File: src/rtl/eska_pkg.sv
// ----------------------------------------------------------------------------
// eska_pkg
// Shared constants, codes and shape tables for the eye keyframe animator.
// ----------------------------------------------------------------------------
package eska_pkg;

	// default keyframe slot count
	localparam int FRAME_SLOTS_DEF = 3;

	// shape layout: nine values per eye, two eyes
	localparam int NPAR  = 9;
	localparam int NELEM = 2 * NPAR;

	// shape value positions
	localparam logic [3:0] P_CX = 4'd0;
	localparam logic [3:0] P_CY = 4'd1;
	localparam logic [3:0] P_W  = 4'd2;
	localparam logic [3:0] P_H  = 4'd3;
	localparam logic [3:0] P_R  = 4'd4;
	localparam logic [3:0] P_UA = 4'd5;
	localparam logic [3:0] P_LA = 4'd6;
	localparam logic [3:0] P_US = 4'd7;
	localparam logic [3:0] P_LS = 4'd8;

	// commands
	localparam logic [1:0] CMD_TICK   = 2'd0;
	localparam logic [1:0] CMD_EXPR   = 2'd1;
	localparam logic [1:0] CMD_ACTION = 2'd2;

	// actions, also used as script kinds, plus the expression transition
	localparam logic [1:0] ACT_BLINK  = 2'd0;
	localparam logic [1:0] ACT_WAKE   = 2'd1;
	localparam logic [1:0] ACT_SLEEP  = 2'd2;
	localparam logic [1:0] KIND_TRANS = 2'd3;

	// expressions
	localparam logic [2:0] EXPR_NEUTRAL  = 3'd0;
	localparam logic [2:0] EXPR_SMILE    = 3'd1;
	localparam logic [2:0] EXPR_HAPPY    = 3'd2;
	localparam logic [2:0] EXPR_ANGRY    = 3'd3;
	localparam logic [2:0] EXPR_SLEEPY   = 3'd4;
	localparam logic [2:0] EXPR_SURPRISE = 3'd5;
	localparam logic [2:0] EXPR_SAD      = 3'd6;
	localparam logic [2:0] EXPR_CURIOUS  = 3'd7;

	// amounts in 1/256 units
	localparam logic [8:0] AMT_FULL = 9'd256;
	localparam logic [8:0] AMT_TOL  = 9'd3;

	// closed lid values, Q8.8
	localparam logic signed [15:0] LID_HEIGHT = 16'sd512;
	localparam logic signed [15:0] LID_RADIUS = 16'sd256;

	// keyframe durations in ms
	localparam logic [9:0] DUR_BLINK0 = 10'd80;
	localparam logic [9:0] DUR_BLINK1 = 10'd100;
	localparam logic [9:0] DUR_WAKE0  = 10'd250;
	localparam logic [9:0] DUR_WAKE1  = 10'd150;
	localparam logic [9:0] DUR_WAKE2  = 10'd250;
	localparam logic [9:0] DUR_SLEEP0 = 10'd600;
	localparam logic [9:0] DUR_SLEEP1 = 10'd800;
	localparam logic [9:0] DUR_TRANS  = 10'd300;

	// neutral shape in whole pixels
	function automatic logic signed [7:0] base_px(input logic side, input logic [3:0] par);
		logic signed [7:0] v;
		v = 8'sd0;
		case (par)
			P_CX:    v = side ? 8'sd30 : -8'sd30;
			P_W:     v = 8'sd40;
			P_H:     v = 8'sd34;
			P_R:     v = 8'sd10;
			default: v = 8'sd0;
		endcase
		return v;
	endfunction

	// full-strength expression target in whole pixels
	function automatic logic signed [7:0] tgt_px(input logic [2:0] expr, input logic side,
		input logic [3:0] par);
		logic signed [7:0] v;
		v = base_px(side, par);
		case (expr)
			EXPR_SMILE: begin
				if (par == P_H)  v = 8'sd18;
				if (par == P_UA) v = 8'sd6;
				if (par == P_LA) v = -8'sd6;
			end
			EXPR_HAPPY: begin
				if (par == P_H)  v = 8'sd12;
				if (par == P_UA) v = 8'sd10;
				if (par == P_LA) v = -8'sd10;
			end
			EXPR_ANGRY: begin
				if (par == P_US) v = side ? -8'sd10 : 8'sd10;
				if (par == P_LS) v = side ? 8'sd10 : -8'sd10;
				if (par == P_H)  v = 8'sd26;
			end
			EXPR_SLEEPY: begin
				if (par == P_CY) v = 8'sd15;
				if (par == P_H)  v = 8'sd5;
				if (par == P_R)  v = 8'sd1;
				if (par == P_UA) v = 8'sd2;
			end
			EXPR_SURPRISE: begin
				if (par == P_W) v = 8'sd30;
				if (par == P_H) v = 8'sd42;
				if (par == P_R) v = 8'sd15;
			end
			EXPR_SAD: begin
				if (par == P_US) v = side ? 8'sd10 : -8'sd10;
				if (par == P_LS) v = side ? -8'sd8 : 8'sd8;
			end
			EXPR_CURIOUS: begin
				if (!side && par == P_H) v = 8'sd40;
				if (!side && par == P_W) v = 8'sd34;
				if (side && par == P_H)  v = 8'sd24;
			end
			default: v = base_px(side, par);
		endcase
		return v;
	endfunction

	// clamp to signed 16 bits
	function automatic logic signed [15:0] sat16(input logic signed [39:0] v);
		logic signed [15:0] r;
		if (v > 40'sd32767)
			r = 16'sh7FFF;
		else if (v < -40'sd32768)
			r = 16'sh8000;
		else
			r = v[15:0];
		return r;
	endfunction

endpackage

File: src/rtl/eska_mul.sv
// ----------------------------------------------------------------------------
// eska_mul
// Shared registered signed multiplier for expression scaling and tweening.
// ----------------------------------------------------------------------------
module eska_mul (
	input  logic                clk,
	input  logic                en,
	input  logic signed [17:0]  a,
	input  logic signed [17:0]  b,
	output logic signed [35:0]  p
);
	logic signed [35:0] p_q;

	// product register, loaded on demand
	always_ff @(posedge clk) begin
		if (en)
			p_q <= a * b;
	end

	assign p = p_q;

endmodule

File: src/rtl/eye_shape_keyframe_animator.sv
// Eye shape keyframe animator: tweens two nine-value eye shapes toward keyframes.
// Request and unused commands give no beats; an idle tick with no new request goes from its
// accept cycle straight to its two beats. A playing tick passes accept, time update, the
// divider (one quotient bit a cycle) and 18 values through the shared multiplier before its
// two beats, a finished keyframe accept, time update and a copy of 18 values; a transition
// adds a keyframe fill. Actions fill 2 or 3 keyframes after accept, one item at a time.
// Reset is asynchronous: neutral shapes, no script, neutral expression at full amount.
module eye_shape_keyframe_animator #(
	parameter int FRAME_SLOTS = eska_pkg::FRAME_SLOTS_DEF
) (
	input  logic               clk,
	input  logic               arst_n,
	input  logic               item_valid,
	output logic               item_stall,
	input  logic [1:0]         command,
	input  logic [9:0]         dt_ms,
	input  logic [2:0]         expression,
	input  logic [8:0]         amount,
	input  logic [1:0]         action,
	output logic               result_valid,
	input  logic               result_stall,
	output logic               eye_side,
	output logic signed [15:0] center_x,
	output logic signed [15:0] center_y,
	output logic signed [15:0] eye_width,
	output logic signed [15:0] eye_height,
	output logic signed [15:0] corner_radius,
	output logic signed [15:0] upper_arc,
	output logic signed [15:0] lower_arc,
	output logic signed [15:0] upper_slope,
	output logic signed [15:0] lower_slope,
	output logic               last
);
	import eska_pkg::*;

	localparam int SW    = $clog2(FRAME_SLOTS);
	localparam int DEPTH = FRAME_SLOTS * NELEM;
	localparam int AW    = $clog2(DEPTH);

	localparam logic [2:0] ST_IDLE = 3'd0;
	localparam logic [2:0] ST_FILL = 3'd1;
	localparam logic [2:0] ST_TICK = 3'd2;
	localparam logic [2:0] ST_DIV  = 3'd3;
	localparam logic [2:0] ST_MIX  = 3'd4;
	localparam logic [2:0] ST_COPY = 3'd5;
	localparam logic [2:0] ST_OUT0 = 3'd6;
	localparam logic [2:0] ST_OUT1 = 3'd7;

	logic [2:0]         state_q;
	logic [1:0]         ph_q;
	logic               side_q;
	logic [3:0]         par_q;
	logic [SW-1:0]      slot_q;
	logic [1:0]         kind_q;
	logic [1:0]         fcount_q;
	logic [1:0]         findex_q;
	logic [15:0]        elapsed_q;
	logic               playing_q;
	logic [2:0]         shown_e_q;
	logic [8:0]         shown_a_q;
	logic [2:0]         want_e_q;
	logic [8:0]         want_a_q;
	logic [9:0]         dt_q;
	logic [15:0]        t_q;
	logic [9:0]         rem_q;
	logic [3:0]         div_cnt_q;
	logic signed [15:0] cur_q   [NELEM];
	logic signed [15:0] start_q [NELEM];
	logic [9:0]         dur_q   [FRAME_SLOTS];
	logic signed [15:0] frame_mem [DEPTH];
	logic signed [15:0] rd_q;

	logic [4:0]         elem;
	logic [SW-1:0]      fidx;
	logic [9:0]         dur_cur;
	logic [AW-1:0]      raddr;
	logic [AW-1:0]      waddr;
	logic               begin_fill;
	logic [1:0]         begin_kind;
	logic [1:0]         begin_count;
	logic               same_expr;
	logic [8:0]         amt_diff;
	logic               src_cur;
	logic               lid;
	logic [2:0]         fe;
	logic [8:0]         fa;
	logic signed [7:0]  base_v;
	logic signed [8:0]  delta_v;
	logic signed [17:0] mul_a;
	logic signed [17:0] mul_b;
	logic signed [35:0] prod;
	logic signed [39:0] prod40;
	logic signed [39:0] fill_sum;
	logic signed [15:0] fill_val;
	logic signed [39:0] mix_sum;
	logic signed [15:0] mix_val;
	logic [16:0]        el_sum;
	logic [15:0]        el_sat;
	logic               kf_done;
	logic [10:0]        rem2;
	logic               rem_ge;
	logic               step_end;
	logic               elem_last;
	logic [1:0]         next_index;

	// element, slot and address decode
	assign elem    = 5'(par_q) + (side_q ? 5'(NPAR) : 5'd0);
	assign fidx    = (32'(findex_q) > FRAME_SLOTS - 1) ? SW'(FRAME_SLOTS - 1) : SW'(findex_q);
	assign dur_cur = dur_q[fidx];
	assign raddr   = AW'(32'(fidx) * NELEM + 32'(elem));
	assign waddr   = AW'(32'(slot_q) * NELEM + 32'(elem));

	assign step_end   = (ph_q == 2'd2);
	assign elem_last  = side_q && (par_q == P_LS);
	assign next_index = findex_q + 2'd1;

	// request compare against the shown expression
	assign amt_diff  = (shown_a_q > want_a_q) ? shown_a_q - want_a_q : want_a_q - shown_a_q;
	assign same_expr = (shown_e_q == want_e_q) && (amt_diff < AMT_TOL);

	// script start from an action beat or from an idle tick with a new request
	always_comb begin
		begin_fill  = 1'b0;
		begin_kind  = KIND_TRANS;
		begin_count = 2'd1;
		if (state_q == ST_IDLE && item_valid) begin
			if (command == CMD_ACTION && action != KIND_TRANS) begin
				begin_fill = 1'b1;
				begin_kind = action;
			end else if (command == CMD_TICK && !playing_q && !same_expr) begin
				begin_fill = 1'b1;
				begin_kind = KIND_TRANS;
			end
		end
		case (begin_kind)
			ACT_WAKE: begin_count = 2'd3;
			ACT_BLINK,
			ACT_SLEEP: begin_count = 2'd2;
			default: begin_count = 2'd1;
		endcase
	end

	// source of each keyframe slot during the fill
	always_comb begin
		src_cur = 1'b0;
		lid     = 1'b0;
		fe      = EXPR_SLEEPY;
		fa      = AMT_FULL;
		case (kind_q)
			ACT_BLINK: begin
				src_cur = 1'b1;
				lid     = (slot_q == '0);
			end
			ACT_WAKE: begin
				if (32'(slot_q) == 1)
					fe = EXPR_SURPRISE;
				else if (32'(slot_q) == 2) begin
					fe = want_e_q;
					fa = want_a_q;
				end
			end
			ACT_SLEEP: lid = (32'(slot_q) == 1);
			default: begin
				fe = want_e_q;
				fa = want_a_q;
			end
		endcase
	end

	// shared multiplier operands
	assign base_v  = base_px(side_q, par_q);
	assign delta_v = 9'(tgt_px(fe, side_q, par_q)) - 9'(base_v);

	always_comb begin
		if (state_q == ST_FILL) begin
			mul_a = 18'(delta_v);
			mul_b = $signed({9'd0, fa});
		end else begin
			mul_a = 18'(17'(rd_q) - 17'(start_q[elem]));
			mul_b = $signed({2'd0, t_q});
		end
	end

	eska_mul u_mul (
		.clk (clk),
		.en  (ph_q == 2'd1),
		.a   (mul_a),
		.b   (mul_b),
		.p   (prod)
	);

	assign prod40 = 40'(prod);

	// keyframe value: scaled expression, copied shape, closed lid
	always_comb begin
		fill_sum = (40'(base_v) <<< 8) + prod40;
		fill_val = sat16(fill_sum);
		if (src_cur)
			fill_val = cur_q[elem];
		if (lid && par_q == P_H)
			fill_val = LID_HEIGHT;
		if (lid && par_q == P_R)
			fill_val = LID_RADIUS;
	end

	// tween value, rounded half up
	assign mix_sum = 40'(start_q[elem]) + ((prod40 + 40'sd32768) >>> 16);
	assign mix_val = sat16(mix_sum);

	// elapsed time and keyframe completion
	assign el_sum  = {1'b0, elapsed_q} + 17'(dt_q);
	assign el_sat  = el_sum[16] ? 16'hFFFF : el_sum[15:0];
	assign kf_done = (dur_cur == 10'd0) || (el_sat >= 16'(dur_cur));

	// restoring divider step
	assign rem2   = {rem_q, 1'b0};
	assign rem_ge = rem2 >= 11'(dur_cur);

	// sequencer
	always_ff @(posedge clk or negedge arst_n) begin
		if (!arst_n) begin
			state_q   <= ST_IDLE;
			ph_q      <= 2'd0;
			side_q    <= 1'b0;
			par_q     <= 4'd0;
			slot_q    <= '0;
			kind_q    <= ACT_BLINK;
			fcount_q  <= 2'd0;
			findex_q  <= 2'd0;
			elapsed_q <= 16'd0;
			playing_q <= 1'b0;
			shown_e_q <= EXPR_NEUTRAL;
			shown_a_q <= AMT_FULL;
			want_e_q  <= EXPR_NEUTRAL;
			want_a_q  <= AMT_FULL;
			div_cnt_q <= 4'd0;
		end else begin
			if (begin_fill) begin
				kind_q    <= begin_kind;
				fcount_q  <= begin_count;
				findex_q  <= 2'd0;
				elapsed_q <= 16'd0;
				playing_q <= 1'b1;
				slot_q    <= '0;
				state_q   <= ST_FILL;
			end
			case (state_q)
				ST_IDLE: begin
					if (item_valid) begin
						case (command)
							CMD_EXPR: begin
								want_e_q <= expression;
								want_a_q <= amount;
							end
							CMD_TICK: begin
								if (!playing_q) begin
									if (same_expr)
										state_q <= ST_OUT0;
									else begin
										shown_e_q <= want_e_q;
										shown_a_q <= want_a_q;
									end
								end else
									state_q <= ST_TICK;
							end
							default: ;
						endcase
					end
				end
				ST_FILL, ST_MIX, ST_COPY: begin
					if (step_end) begin
						ph_q <= 2'd0;
						if (elem_last) begin
							side_q <= 1'b0;
							par_q  <= 4'd0;
							if (state_q == ST_FILL) begin
								if (32'(slot_q) == 32'(fcount_q) - 1)
									state_q <= (kind_q == KIND_TRANS) ? ST_TICK : ST_IDLE;
								else
									slot_q <= slot_q + 1'b1;
							end else begin
								state_q <= ST_OUT0;
								if (state_q == ST_COPY) begin
									findex_q <= next_index;
									if (next_index >= fcount_q)
										playing_q <= 1'b0;
								end
							end
						end else if (par_q == P_LS) begin
							side_q <= 1'b1;
							par_q  <= 4'd0;
						end else
							par_q <= par_q + 4'd1;
					end else
						ph_q <= ph_q + 2'd1;
				end
				ST_TICK: begin
					div_cnt_q <= 4'd0;
					if (kf_done) begin
						elapsed_q <= 16'd0;
						state_q   <= ST_COPY;
					end else begin
						elapsed_q <= el_sat;
						state_q   <= ST_DIV;
					end
				end
				ST_DIV: begin
					div_cnt_q <= div_cnt_q + 4'd1;
					if (div_cnt_q == 4'd15)
						state_q <= ST_MIX;
				end
				ST_OUT0: begin
					if (!result_stall)
						state_q <= ST_OUT1;
				end
				ST_OUT1: begin
					if (!result_stall)
						state_q <= ST_IDLE;
				end
				default: state_q <= ST_IDLE;
			endcase
		end
	end

	// tick payload and divider datapath
	always_ff @(posedge clk) begin
		if (state_q == ST_IDLE && item_valid)
			dt_q <= dt_ms;
		if (state_q == ST_TICK) begin
			rem_q <= el_sat[9:0];
			t_q   <= 16'd0;
		end else if (state_q == ST_DIV) begin
			rem_q <= rem_ge ? 10'(rem2 - 11'(dur_cur)) : rem2[9:0];
			t_q   <= {t_q[14:0], rem_ge};
		end
	end

	// keyframe durations per script
	always_ff @(posedge clk) begin
		if (begin_fill) begin
			case (begin_kind)
				ACT_BLINK: begin
					dur_q[0] <= DUR_BLINK0;
					dur_q[1] <= DUR_BLINK1;
				end
				ACT_WAKE: begin
					dur_q[0] <= DUR_WAKE0;
					dur_q[1] <= DUR_WAKE1;
					dur_q[2] <= DUR_WAKE2;
				end
				ACT_SLEEP: begin
					dur_q[0] <= DUR_SLEEP0;
					dur_q[1] <= DUR_SLEEP1;
				end
				default: dur_q[0] <= DUR_TRANS;
			endcase
		end
	end

	// keyframe shape memory, registered read
	always_ff @(posedge clk) begin
		if (state_q == ST_FILL && step_end)
			frame_mem[waddr] <= fill_val;
		rd_q <= frame_mem[raddr];
	end

	// current and start shapes
	always_ff @(posedge clk or negedge arst_n) begin
		if (!arst_n) begin
			for (int j = 0; j < NELEM; j++) begin
				cur_q[j]   <= 16'(base_px(j >= NPAR, 4'(j >= NPAR ? j - NPAR : j))) <<< 8;
				start_q[j] <= 16'(base_px(j >= NPAR, 4'(j >= NPAR ? j - NPAR : j))) <<< 8;
			end
		end else begin
			if (begin_fill)
				for (int j = 0; j < NELEM; j++)
					start_q[j] <= cur_q[j];
			if (state_q == ST_MIX && step_end)
				cur_q[elem] <= mix_val;
			if (state_q == ST_COPY && step_end) begin
				cur_q[elem]   <= rd_q;
				start_q[elem] <= rd_q;
			end
		end
	end

	// handshake and result beats
	assign item_stall    = (state_q != ST_IDLE);
	assign result_valid  = (state_q == ST_OUT0) || (state_q == ST_OUT1);
	assign eye_side      = (state_q == ST_OUT1);
	assign last          = (state_q == ST_OUT1);
	assign center_x      = eye_side ? cur_q[NPAR + 0] : cur_q[0];
	assign center_y      = eye_side ? cur_q[NPAR + 1] : cur_q[1];
	assign eye_width     = eye_side ? cur_q[NPAR + 2] : cur_q[2];
	assign eye_height    = eye_side ? cur_q[NPAR + 3] : cur_q[3];
	assign corner_radius = eye_side ? cur_q[NPAR + 4] : cur_q[4];
	assign upper_arc     = eye_side ? cur_q[NPAR + 5] : cur_q[5];
	assign lower_arc     = eye_side ? cur_q[NPAR + 6] : cur_q[6];
	assign upper_slope   = eye_side ? cur_q[NPAR + 7] : cur_q[7];
	assign lower_slope   = eye_side ? cur_q[NPAR + 8] : cur_q[8];

	// no input beat taken while a result is shown
	a_stall_on_result: assert property (@(posedge clk) disable iff (!arst_n)
		result_valid |-> item_stall)
		else $error("input accepted while a result beat is pending");

	// a tick ends after its right eye beat
	a_last_ends: assert property (@(posedge clk) disable iff (!arst_n)
		(result_valid && !result_stall && last) |=> !result_valid)
		else $error("result beat after the last beat of a tick");

	// divider remainder stays below the duration
	a_div_rem: assert property (@(posedge clk) disable iff (!arst_n)
		(state_q == ST_DIV) |-> (rem_q < dur_cur))
		else $error("divider remainder out of range");

endmodule
File: config.mk
export PLATFORM = sky130hd
export DESIGN_NAME = eye_shape_keyframe_animator
export DESIGN_NICKNAME = d
export VERILOG_FILES = /design/src/rtl/eska_pkg.sv /design/src/rtl/eska_mul.sv /design/src/rtl/eye_shape_keyframe_animator.sv
export SDC_FILE = /design/constraint.sdc
export NUM_CORES = 2
export LEC_CHECK = 0
export BUFFER_PORTS_ARGS = -buffer_cell sky130_fd_sc_hd__buf_2
export CORE_MARGIN = 2
export CORE_UTILIZATION = 40
export DETAILED_ROUTE_END_ITERATION = 10
export GPL_ROUTABILITY_DRIVEN = 1
export PLACE_DENSITY_LB_ADDON = 0.2
export SYNTH_ARGS = -nofsm -noshare
export SYNTH_HDL_FRONTEND = slang
export SYNTH_HIERARCHICAL = 1
export SYNTH_SLANG_ARGS = --single-unit
File: constraint.sdc
create_clock -name clk -period 29.5 [get_ports clk]
set_input_delay 5.9 -clock clk [delete_from_list [all_inputs] [get_ports clk]]
set_output_delay 5.9 -clock clk [all_outputs]
set_load 0.02 [all_outputs]
==> results.sh <==
export IMPL_p_leak_nw=36.1
export IMPL_dieArea_um2=231000
export IMPL_synth_edf_count=924
export IMPL_grtUsageTotal_pct=27.8
export IMPL_layout_setup_ws_ps=15750
export IMPL_cpMaxStageDelayCell="buf_4"
export IMPL_drc=0
export IMPL_synth_top_flop_cell="edfxtp_1"
export IMPL_drt_antenna_violating_nets=0
export IMPL_finalSetupViolations=0
export IMPL_cts_buffer_depth=3
export IMPL_start_util_pct=40.3
export IMPL_synth_warnings=6
export IMPL_fin_worst_skew_ps=98.1
export IMPL_postSynthAreaPerCell_um2=11.5
export IMPL_rsz0062_at_grt="no"
export IMPL_antenna_found_initial=15
export IMPL_netlist_instances=7894
export IMPL_gp_congestion=0.956
export IMPL_max_cap_viol_count=0
export IMPL_r2r_slack_ps=15750
export IMPL_path_max_fanout=90
export IMPL_seq_area_frac_synth_pct=49.1
export IMPL_critical_path_arrival_ps=14300
export IMPL_hp_class="register to register"
export IMPL_hold_end="t_q[15]"
export IMPL_hp_start="t_q[15]"
export IMPL_synth_top_cell_area_share_pct=30.5
export IMPL_endpoint_kind="register"
export IMPL_vias_per_cell=6.08
export IMPL_die_h_um=481
export IMPL_finalSetupTns_ps=0
export IMPL_synthMuxAreaShare_pct=12.6
export IMPL_yosysUniqueCellTypes=94
export IMPL_avgRoutedWirePerCell_um=29.1
export IMPL_cts_setup_buffers=0
export IMPL_drtPass1Iterations=8
export IMPL_cts_resized=0
export IMPL_cts_reportedPaths_clkPinSlew_ps=60
export IMPL_grt_max_degree=175
export IMPL_r2r_start="side_q"
export IMPL_synth_top_area_cell="edfxtp_1"
export IMPL_nets=8552
export IMPL_cts_root_buf="clkbuf_16"
export IMPL_grt_pass1_vias=67000
export IMPL_areaGrowthSynthToFinish_pct=12.0
export IMPL_ys_ff_latch=1602
export IMPL_tritoncts="done"
export IMPL_dp_slack_ps=15740
export IMPL_io_pins=178
export IMPL_cp_start_kind="register"
export IMPL_ctsHoldBuffers=0
export IMPL_cpMostUsedCell="inv_1"
export IMPL_wirelength_um=323000
export IMPL_nFillCells=20700
export IMPL_drt_iter0_drc=7517
export IMPL_synth_adder_area_share_pct=10.6
export IMPL_port_buffers=177
export IMPL_period_needed_ps=13750
export IMPL_synthArstFlopShare_pct=39.9
export IMPL_overflow=0
export IMPL_grt_pass1_wl_um=472000
export IMPL_tightest_slew_ps=1380
export IMPL_regArea_um2=44600
export IMPL_finish_utilization_pct=45.2
export IMPL_worst_r2r_endpoint="u_mul/p[33]"
export IMPL_drv_slew=0
export IMPL_clock_sinks=1602
export IMPL_cts_buffers=174
export IMPL_htree_levels=4
export IMPL_core_um2=225000
export IMPL_synth_top_family_by_area="multiplexers"
export IMPL_fmax_mhz=72.7
export IMPL_min_path_cells=1
export IMPL_die_x_um=481
export IMPL_status="completed"
export IMPL_yosys_area_share_simple_pct=10.8
export IMPL_fin_crit_sh_pct=46.6
export IMPL_ff2ff_path_depth=44
export IMPL_power_density_nw_per_um2=49.6
export IMPL_design_power_total_w=0.00504
export IMPL_vias=67400
export IMPL_slew_headroom_pct=7.27
export IMPL_rows=174
export IMPL_yosys_top_cells_area="edfxtp_1, dfrtp_1, mux4_2"
export IMPL_worst_setup_path_type="register to register"
export IMPL_slowest_delay_ps=810
export IMPL_ir_drop_mv=0.0588
export IMPL_synth_compound_area_share_pct=11.1
export IMPL_hold_violations=0
export IMPL_synth_area_um2=90800
export IMPL_multiInputGateArea_um2=42800
export IMPL_drive_gt1_share_pct=17.5
export IMPL_clkLatencyLatePin_ps=870
export IMPL_synth_xor_area_share_pct=1.33
export IMPL_hpwl_um=211000
export IMPL_cp_required_ps=30040
report_power, final:
part,internal (W),switching (W)
Sequential,0.00241,0.0000873
Clock,0.00129,0.000984
Combinational,0.000104,0.000175
kinds of logic after synthesis:
logic type      Yosys count
mux                     645
simple gates           2181
other cells               1
compound gates         1702
xor+xnor                137
buf+inv                1057
flops                  1602
fa+ha+maj               569
worst max-delay path, delay by kind of cell (launching register included):
kind	cells	cell delay, ps
adder cells (fa/ha/maj)	10	4780
AO/OA/AOI/OAI	18	3730
flip-flops	1	630
buffers and inverters	12	3130
XOR/XNOR	1	180
multiplexers	1	360
AND/OR/NAND/NOR	2	280
per-layer routing:
| metal | share of wire [%] | global-route usage [%] | routed length (um) | vias to the layer above |
|---|---|---|---|---|
| met5 | 0.017 | 0 | 54 | - |
| met4 | 6.1 | 14.7 | 19800 | 8 |
| met3 | 9.2 | 6.31 | 29700 | 785 |
| met2 | 45 | 42.7 | 145000 | 3498 |
| met1 | 40 | 36.8 | 128000 | 34500 |
| li1 | - | - | - | 28600 |
synthesized netlist by cell type, drive strengths merged (6+ instances only):
| library cell | count |
|---|---|
| nor3 | 62 |
| dfstp | 42 |
| edfxtp | 924 |
| xnor2 | 93 |
| a22oi | 15 |
| a22o | 22 |
| o21bai | 10 |
| nor2 | 620 |
| nand2 | 719 |
| and3 | 18 |
| o2111ai | 8 |
| o22ai | 44 |
| nand2b | 31 |
| a211oi | 26 |
| o22a | 48 |
| nand4 | 28 |
| o2bb2ai | 12 |
| a31oi | 317 |
| nand3b | 6 |
| a21oi | 468 |
| mux4 | 384 |
| xor2 | 44 |
| nand3 | 392 |
| or3 | 13 |
| dfrtp | 597 |
| nor4 | 10 |
| or2 | 18 |
| dfxtp | 39 |
| mux2i | 93 |
| fa | 338 |
| nor2b | 55 |
| inv | 517 |
| o211ai | 19 |
| o21ai | 550 |
| a21o | 40 |
| a21boi | 9 |
| o31ai | 19 |
| mux2 | 168 |
| clkbuf | 442 |
| buf | 97 |
| and2 | 190 |
| o21a | 34 |
| ha | 231 |
worst max-delay path by stage:
stage,to,depth (start not counted),from
detailed placement,u_mul/p[33],40,side_q
global placement,u_mul/p[33],44,side_q
global route,u_mul/p[33],40,side_q
CTS,u_mul/p[33],40,side_q
finish,u_mul/p[33],44,side_q
floorplan,u_mul/p[33],41,side_q
flip-flops by register name (all words and copies together) (netlist names), 2 cells and up:
signal	cells
start_q	288
par_q	4
slot_q	2
want_a_q	9
div_cnt_q	4
want_e_q	3
state_q	3
findex_q	2
ph_q	2
rem_q	10
dt_q	10
frame_mem	864
u_mul/p	36
fcount_q	2
cur_q	288
shown_a_q	9
kind_q	2
dur_q	11
shown_e_q	3
rd_q	16
t_q	16
elapsed_q	16
area by class of cell:
type | count | area share [%]
clock inverters | 105 | 1.34
flip-flops and latches | 1602 | 43.8
diodes | 9 | 0.0221
well taps | 2992 | 3.68
multi-input cells | 5254 | 42.1
clock buffers | 216 | 4.50
repair buffers | 403 | 2.65
inverters | 518 | 1.93
cell usage in the layout (no fill, tap or decap), drive strengths merged, types with 338 or more instances in the layout:
cell	count
edfxtp	924
nand2	719
nor2	620
dfrtp	597
o21ai	550
inv	519
a21oi	468
buf	403
nand3	392
mux4	384
fa	338
through the flow:
| stage | hold slack, ps | cells | instance area (um2) |
|---|---|---|---|
| 2_1_floorplan | 441 | 7913 | 90900 |
| 3_3_place_gp | 453 | 10800 | 95800 |
| 3_5_place_dp | 464 | 10800 | 95800 |
| 4_1_cts | 483 | 11100 | 102000 |
| 5_1_grt | 509 | 11100 | 102000 |
| 6_report | 478 | 11100 | 102000 |
Power figures use the tool's default switching activity.
